--- src/rtl/core/tad_pkg.sv ---
// Types, constants and arctangent table of the tilt drive
package tad_pkg;
  localparam int unsigned WorkFrac    = 14;
  localparam int unsigned AtanEntries = 24;
  localparam int unsigned AngleW      = 32;
  localparam int unsigned VecW        = 40;
  localparam int unsigned FilterW     = 48;
  localparam logic [29:0] InvGainQ30  = 30'd652032874;
  localparam logic signed [15:0] AngleLimit = 16'sd23040;

  typedef enum logic [1:0] {
    MOTION_HOLD     = 2'd0,
    MOTION_FORWARD  = 2'd1,
    MOTION_BACKWARD = 2'd2
  } motion_e;

  typedef enum logic [1:0] {
    REG_TARGET   = 2'd0,
    REG_DEADBAND = 2'd1,
    REG_GAIN     = 2'd2
  } reg_idx_e;

  typedef enum logic [3:0] {
    ST_IDLE, ST_FILT_MUL, ST_FILT_ADD, ST_SETUP, ST_VEC1, ST_MAG_MUL, ST_MAG_CHK,
    ST_VEC2, ST_ROUND, ST_DONE
  } back_state_e;

  typedef struct packed {
    logic signed [15:0] ax;
    logic signed [15:0] ay;
    logic signed [15:0] az;
  } sample_t;

  typedef struct packed {
    logic signed [15:0] roll;
    logic signed [15:0] pitch;
    logic signed [17:0] err;
    logic [1:0]         motion;
    logic               enable;
  } result_t;

  function automatic logic [AngleW-1:0] atan_lookup(input logic [4:0] idx);
    logic [AngleW-1:0] v;
    case (idx)
      5'd0: v = 32'd2949120;  5'd1: v = 32'd1740967;  5'd2: v = 32'd919879;
      5'd3: v = 32'd466945;   5'd4: v = 32'd234379;   5'd5: v = 32'd117304;
      5'd6: v = 32'd58666;    5'd7: v = 32'd29335;    5'd8: v = 32'd14668;
      5'd9: v = 32'd7334;     5'd10: v = 32'd3667;    5'd11: v = 32'd1833;
      5'd12: v = 32'd917;     5'd13: v = 32'd458;     5'd14: v = 32'd229;
      5'd15: v = 32'd115;     5'd16: v = 32'd57;      5'd17: v = 32'd29;
      5'd18: v = 32'd14;      5'd19: v = 32'd7;       5'd20: v = 32'd4;
      5'd21: v = 32'd2;       5'd22: v = 32'd1;
      default: v = '0;
    endcase
    return v;
  endfunction
endpackage

--- src/rtl/core/tad_front.sv ---
// Input stage: accepts samples into a two-entry queue for the back end
module tad_front (
  input  logic             clk_i,
  input  logic             rst_ni,
  input  logic             in_valid_i,
  output logic             in_ready_o,
  input  tad_pkg::sample_t in_data_i,
  output logic             q_valid_o,
  input  logic             q_pop_i,
  output tad_pkg::sample_t q_data_o
);
  tad_pkg::sample_t mem_q [2];
  logic wr_q, rd_q;
  logic [1:0] cnt_q;
  logic push;

  assign in_ready_o = (cnt_q != 2'd2);
  assign push       = in_valid_i && in_ready_o;
  assign q_valid_o  = (cnt_q != 2'd0);
  assign q_data_o   = mem_q[rd_q];

  always_ff @(posedge clk_i) begin
    if (push) begin
      mem_q[wr_q] <= in_data_i;
    end
  end

  always_ff @(posedge clk_i or negedge rst_ni) begin
    if (!rst_ni) begin
      wr_q  <= 1'b0;
      rd_q  <= 1'b0;
      cnt_q <= 2'd0;
    end else begin
      if (push) wr_q <= ~wr_q;
      if (q_pop_i) rd_q <= ~rd_q;
      cnt_q <= cnt_q + 2'(push) - 2'(q_pop_i);
    end
  end
endmodule

--- config.mk ---
export PLATFORM = sky130hd
export DESIGN_NAME = tad_front
export DESIGN_NICKNAME = d
export VERILOG_FILES = /design/src/rtl/core/tad_pkg.sv /design/src/rtl/core/tad_front.sv
export SDC_FILE = /design/constraint.sdc
export NUM_CORES = 1
export LEC_CHECK = 0
export ABC_AREA = 1
export ABC_CLOCK_PERIOD_IN_PS = 3400
export BUFFER_PORTS_ARGS = -buffer_cell sky130_fd_sc_hd__buf_2
export CAP_MARGIN = 0
export CORE_MARGIN = 5
export CORE_UTILIZATION = 46
export DETAILED_ROUTE_END_ITERATION = 10
export PLACE_DENSITY = 0.74
export SLEW_MARGIN = 20
export SYNTH_ARGS = -nofsm -noshare
export SYNTH_HDL_FRONTEND = slang
export SYNTH_SLANG_ARGS = --single-unit
export TNS_END_PERCENT = 50
--- constraint.sdc ---
create_clock -name clk_i -period 3.4 [get_ports clk_i]
set_clock_uncertainty 0.1 [all_clocks]
set_input_delay 0.17 -clock clk_i [delete_from_list [all_inputs] [get_ports clk_i]]
set_output_delay 0.17 -clock clk_i [all_outputs]
set_load 0.005 [all_outputs]
After elaboration in Yosys (flattened, before gate mapping)

Memory sizes are Yosys's and may differ from the RTL's.
Index checks and enable logic that the tools add are counted.

Memories: 1
Register bits after elaboration: 4
Input bits: 52
Memory bits (writable): 96

Memories:

| name  | depth | bits a word | read ports | clocked after memory_dff | wr ports | line            | source |
|---|---|---|---|---|---|---|---|
| mem_q | 2     | 48          | 1          | 0                        | 1        | tad_front.sv:12 | `tad_pkg::sample_t mem_q [2];` |

Equal/unequal tests: 1
Mux-type cells: 2
Bitwise logic cells: 2
Add/sub/neg operators: 2
Reduce and logical (&&, ||, !) cells: 2

Operators with widths:

| kind                                  | count |
|---|---|
| adder 2 x 1 -> 2 bit                  | 1 |
| 2-to-1 mux 1 bit                      | 2 |
| != test 2 bit (second input constant) | 1 |
| NOT 1 bit                             | 2 |
| nonzero test 2 bit                    | 1 |
| subtractor 2 x 1 -> 2 bit             | 1 |
| logical AND 1 bit                     | 1 |

Logic depth before layout (Yosys ltp)

Gate-level depths: netlist (run 1).

Depth in word-level cells: 4
Gate-level depth with buffers: 12

Worst setup path after synthesis (run 1)

Ideal clock, no wire load.

Kind: reg-to-reg
Start point: register cnt_q[1]
End point: memory mem_q[1][0] in the netlist's numbering, enable pin
Required time: 2845 ps
Period minus slack after synthesis: 3219 ps
Library setup time: 455 ps
Slack: 181 ps
Cell stages (with the launch flop): 4
Data arrival time: 2664 ps
Path buffers: 0
Cell sequence: dfrtp_1 nand2_1 nand2_1 nor2_1

Longest elaborated chain between the ends: 4

Ends and longest elaborated chain:

| element                                | line            | source |
|---|---|---|
| from (decl)                            | tad_front.sv:14 | `logic [1:0] cnt_q;` |
| from (signal assigned)                 | tad_front.sv:36 | `cnt_q <= cnt_q + 2'(push) - 2'(q_pop_i);` |
| != test 2 bit                          | tad_front.sv:17 | `assign in_ready_o = (cnt_q != 2'd2);` |
| net in_ready_o                         | tad_front.sv:6  | `output logic in_ready_o,` |
| logical AND 1 bit                      | tad_front.sv:18 | `assign push = in_valid_i && in_ready_o;` |
| 2-to-1 mux 1 bit                       | tad_front.sv:23 | `if (push) begin` |
| 2-to-1 mux 1 bit (not written as such) | tad_front.sv:24 | `mem_q[wr_q] <= in_data_i;` |
| to (decl)                              | tad_front.sv:12 |  |

The timed path passes the listed nets, and every way through them passes these cells.

==> metrics.cfg, run 1 <==
[clock_network]
cts_num_sinks=100
htreeDepth=3
cts-resized-gates=0
clkTransAtPathRegs_ns=0.10
cts_made_buffers=9
clock_latency_ns=0.36
cts.path.max_buffers=2
cts_tree=yes
root_buffer=clkbuf_8

[worst_setup_path]
reg2reg_slack_ns=1.28
required_ns=3.13
path_delay_family=flip-flops
critPathMaxFanout=22
path_cells=buf_4 > mux2_2 > buf_2
rr_startpoint=cnt_q[1]
startpoint_type=flip-flop
slowest_stage=dfrtp_2
cp-startpoint=rd_q
path_class=reg2out
critical_path_buf_inv_count=2
cp_slowest_stage_delay_ns=0.58
critPathCaptureType=primary output
cp_data_arrival_time_ns=1.86

[synthesis]
synthAdderAreaFrac_pct=0.3367
ys_ff_latch=100
postSynthAreaPerCell_sq_um=21.11
synthCells=176
yosysWarnings=0
synth_compound_area_share_pct=0.1347
synth_top_family_by_area=multiplexers
postSynthNetCount=229
synth_cell_type_count=15
netlist_area_sq_mm=0.003716
synthMuxAreaShare_pct=15.56
synth-xor-area-share_pct=0.2357
ys_seq_area_share_pct=80.27
synth-simple-area-share_pct=1.650

[final_layout]
final_core_util_pct=65.13
seq_area_sq_mm=0.002984
finalNetCount=392
layout_commonest_cell=buf_2
finalInstanceArea_sq_mm=0.005085
multiInputGateArea_sq_um=680.7
stdcell_count=446
antenna_cells=0
final_cell_mix=101 x buf_2, 96 x edfxtp_1, 51 x dlygate4sd3_1, 38 x mux2_2
final.fill_count=550
syn_to_final_growth_pct=36.84
layout-drive-gt1-share_pct=50.29

[timing]
fmax_ghz=0.4703
timing.final.crit_share_pct=62.54
final-hold-violation-count=0
tns_ns=0
fin_crit_ns=2.127
max-slew-margin-rel_pct=51.18
maxSlewViolCount=0
tightestPinTransition_ns=0.7306
setup-violations-final=0
rsz0062_at_grt=false

[floorplanning]
die_y_microns=99.88
num_rows=32
dieWidth_microns=99.88
start_util_pct=47.60
io_pins=102
dieArea_sq_mm=0.009976
core_sq_mm=0.007807

[placement]
placed_area_sq_mm=0.004367
dp.cells=379
portBuffers=101
gp_congestion=0.6748
hpwl_mm=4.401

[route]
drt_wl_total_mm=7.069
antenna_left=0
drc=0
num_vias=2088
drt_iter0_drc=60
firstDrtPassIters=4
wl_per_cell_microns=15.85
viasPerCell=4.682

[worst_hold_path]
hold_class=in2async

[status]
status=completed

[global_routing]
grt_pass1_vias=2215
grt_pass1_wl_mm=10.74
antenna_found_initial=0
grt_max_degree=29
grt_usage_pct=14.33
overflow=0

[pwr]
ir_worst_vdd_mv=0.3683
p_per_area_mw_per_mm2=722.7
p_leak_nw=1.987

[run]
cap_violations=0

## cell usage after synthesis, drive strengths merged
cell	count	area share, %
edfxtp	96	78
mux2	48	16
nand2	10	1.0
buf	5	1.3
inv	5	0.51
dfrtp	4	2.7
nor2	3	0.30
a21oi	1	0.13
ha	1	0.34
nand3	1	0.13
nand3b	1	0.20
xor2	1	0.24
## where the power goes
part	switching, mW	internal [mW]	total, mW	leakage, nW
Sequential	0.0948	1.68	1.77	0.938
Combinational	0.534	0.594	1.13	0.946
Clock	0.420	0.353	0.774	0.102
## registers in the layout, indices dropped and copies added, names as in the netlist
name   flops
mem_q     96
cnt_q      2
rd_q       1
wr_q       1
## per-layer routing
metal | global-route usage, % | wire length (microns) | vias up
met1 | 15.95 | 2802 | 1009
met4 | 5.987 | 101 | 0
met2 | 25.24 | 3698 | 70
met5 | 0 | 0 | -
met3 | 4.587 | 466 | 9
li1 | - | - | 1000
## metrics by stage
stage / worst slack (ns) / total power [mW] / hold slack (ns)
floorplan: 0.1814 / 2.475 / -0.2256
global placement: 1.325 / 2.883 / -0.1169
detailed placement: 1.266 / 2.912 / -0.1121
CTS: 1.233 / 3.725 / 0.02207
global route: 1.164 / 3.879 / 0.02435
finish: 1.273 / 3.675 / 0.03835
## timing repair
action | CTS | global route
endpoints found under the hold margin | 103 | 0
setup buffers | 0 | 0
hold buffers | 51 | 0
## cells by family after synthesis
| group | after synthesis |
|---|---|
| mux | 48 |
| simple gates | 15 |
| fa+ha+maj | 1 |
| xor+xnor | 1 |
| flops | 100 |
| buf+inv | 10 |
| compound gates | 1 |
## cell type report
cell class              instances  share of cell area (%)
well taps                     102                   2.510
clock inverters                 7                   1.649
repair buffers                157                   20.96
flip-flops and latches        100                   58.69
multi-input cells              66                   13.39
inverters                       5                  0.3691
clock buffers                   9                   2.436
## worst paths after layout
check,endpoint,cells past startpoint
worst max-delay path,q_data_o[23],3
worst min-delay path,rd_q,2
worst max register to register,mem_q[1][42],4
worst min register to register,cnt_q[0],1
max in group asynchronous,rd_q,2
min in group clk_i,cnt_q[0],1
Power figures use the tool's default switching activity.
==> run 2, diff against run 1 <==
ABC_CLOCK_PERIOD_IN_PS = 1800   (was 3400)
clock period = 1.8 ns   (was 3.4 ns; I/O delays follow)
==> run 2 against run 1 <==
Combinational power rose by 100%; count of clock-buffer cells in the layout increased by 1; critical path type unchanged; largest power group unchanged; via count up 1.9%.
==> metrics.cfg, run 2 (synthesized netlist as in run 1, its figures left out) <==
[worst_setup_path]
critPathCaptureType=primary output
slowest_stage=dfrtp_2
critPathMaxFanout=19  ; -14%
cp_slowest_stage_delay_ns=0.39  ; -0.19 ns
cp_data_arrival_time_ns=1.52  ; -0.34 ns
path_cells=buf_4 > mux2_2 > buf_2
startpoint_type=flip-flop
path_class=reg2out
path_delay_family=flip-flops
critical_path_buf_inv_count=2  ; unchanged
required_ns=1.61  ; -1.52 ns

[pwr]
ir_worst_vdd_mv=0.7923  ; +120%
p_leak_nw=1.979  ; -0.36%
p_per_area_mw_per_mm2=1329  ; +84%

[clock_network]
cts.path.max_buffers=2  ; unchanged
clock_latency_ns=0.34  ; -0.02 ns
cts-resized-gates=0  ; unchanged
holdBufCountCts=52  ; +2.0%
clkTransAtPathRegs_ns=0.09  ; about the same
htreeDepth=3  ; unchanged
cts_made_buffers=9  ; unchanged
root_buffer=clkbuf_8
cts_setup_buffers=0  ; unchanged
cts_tree=yes
cts_num_sinks=100  ; unchanged

[route]
viasPerCell=4.750  ; +1.5%
drt_wl_total_mm=7.182  ; +1.6%
num_vias=2128  ; +1.9%
wl_per_cell_microns=16.03  ; +1.1%
antenna_left=0  ; unchanged
drc=0  ; unchanged
drt_iter0_drc=55  ; -8.3%
firstDrtPassIters=4  ; unchanged

[global_routing]
grt_usage_pct=14.93  ; +0.60 points
grt_use_met1_pct=16.57  ; +0.62 points
grt_max_degree=32  ; +10%
overflow=0  ; unchanged
use_met2_pct=26.89  ; +1.6 points
grt_pass1_vias=2376  ; +7.3%
grt.met3_usage_pct=3.544  ; -1.0 points
grt_pass1_wl_mm=11.30  ; +5.2%
antenna_found_initial=0  ; unchanged
grt.busiest_layer=met2

[floorplanning]
start_util_pct=47.60  ; unchanged
io_pins=102  ; unchanged
dieWidth_microns=99.88  ; unchanged
die_y_microns=99.88  ; unchanged
core_sq_mm=0.007807  ; unchanged
dieArea_sq_mm=0.009976  ; unchanged
num_rows=32  ; unchanged

[timing]
maxSlewViolCount=0  ; unchanged
hold_slack_ns=0.3656  ; +0.3273 ns
fmax_ghz=0.5848
finalWorstSetupSlack_ns=0.08992  ; -1.184 ns
final-hold-violation-count=0  ; unchanged
rsz0062_at_grt=false
setup-violations-final=0  ; unchanged
fin_crit_ns=1.710
max-slew-margin-rel_pct=83.27  ; +32 points
tightestPinTransition_ns=0.2510  ; -0.4796 ns
tns_ns=0  ; unchanged
timing.final.crit_share_pct=95.00

[placement]
dp_slack_ns=0.3210  ; -0.9447 ns
dp.cells=380  ; +0.26%
portBuffers=101  ; unchanged
gp_congestion=0.7215  ; +6.9%
hpwl_mm=4.392  ; -0.21%

[status]
status=completed

[final_layout]
final_core_util_pct=65.18  ; about the same
layout_commonest_cell=buf_2
stdcell_count=448  ; +0.45%
antenna_cells=0  ; unchanged
syn_to_final_growth_pct=36.94  ; about the same
finalNetCount=394  ; +0.51%
largest_reg_flops=96  ; unchanged
top_regs=mem_q x96, cnt_q x2
largest_register=mem_q
final_cell_mix=101 x buf_2, 96 x edfxtp_1, 52 x dlygate4sd3_1, 38 x mux2_2, 10 x mux2_4
layout-drive-gt1-share_pct=49.71  ; -0.58 points

[run]
cap_violations=0  ; unchanged

[worst_hold_path]
hold_class=in2reg

[run 2: changes by cell type in the layout (fill, tap and decap cells not counted), sizes merged]
cell | before | now
buf | 106 | 107
bufinv | 1 | 0
clkbuf | 9 | 10
clkinv | 2 | 4
clkinvlp | 1 | 2
dlygate4sd3 | 51 | 52
inv | 8 | 5
[run 2: area by class of cell]
class                      count  area (sq um)
clock buffer                  10         127.6
clock inverter                 6         31.28
fill                         557          2719
inverter                       5         18.77
multi-input combinational     66         690.7
sequential                   100          2984
tap                          102         127.6
timing repair buffer         159          1109
[run 2: power by group]
group | switching (mW) | total, mW | internal [mW]
Sequential | 0.142 | 3.31 | 3.17
Clock | 0.698 | 1.18 | 0.487
Combinational | 1.07 | 2.26 | 1.19
Total | 1.91 | 6.76 | 4.85
[run 2: per-stage QoR]
stage | total power [mW] | area (sq um)
finish | 6.760 | 5089
CTS | 6.843 | 5089
floorplan | 4.686 | 3741
detailed placement | 5.582 | 4409
global placement | 5.538 | 4409
global route | 7.139 | 5089
[run 2: path summary, 6_finish.rpt]
| check | endpoint | cells after the start | from | slack [ns] |
|---|---|---|---|---|
| min in group asynchronous | cnt_q[0] | 3 | rst_ni | 0.54 |
| worst max-delay path | q_data_o[12] | 3 | rd_q | 0.09 |
| worst min register to register | cnt_q[0] | 1 | cnt_q[0] | 0.42 |
| worst min-delay path | mem_q[1][14] | 2 | in_data_i[14] | 0.37 |
| worst max register to register | cnt_q[1] | 11 | cnt_q[1] | 0.29 |
| max in group asynchronous | rd_q | 3 | rst_ni | 0.87 |
[run 2: routing by layer]
| metal | wire length [microns] | share of wire [%] | up-vias |
|---|---|---|---|
| met1 | 2760 | 38 | 1031 |
| li1 | - | - | 1011 |
| met2 | 3832 | 53 | 76 |
| met4 | 96 | 1.3 | 0 |
| met5 | 0 | 0 | - |
| met3 | 493 | 6.9 | 10 |
[run 2: worst register-to-register path, delay by kind of cell, from the launching register on]
kind                     cells  cell delay (ns)
AND/OR/NAND/NOR              8             0.59
buffers and inverters        2             0.10
flip-flops                   1             0.42
adder cells (fa/ha/maj)      1             0.20
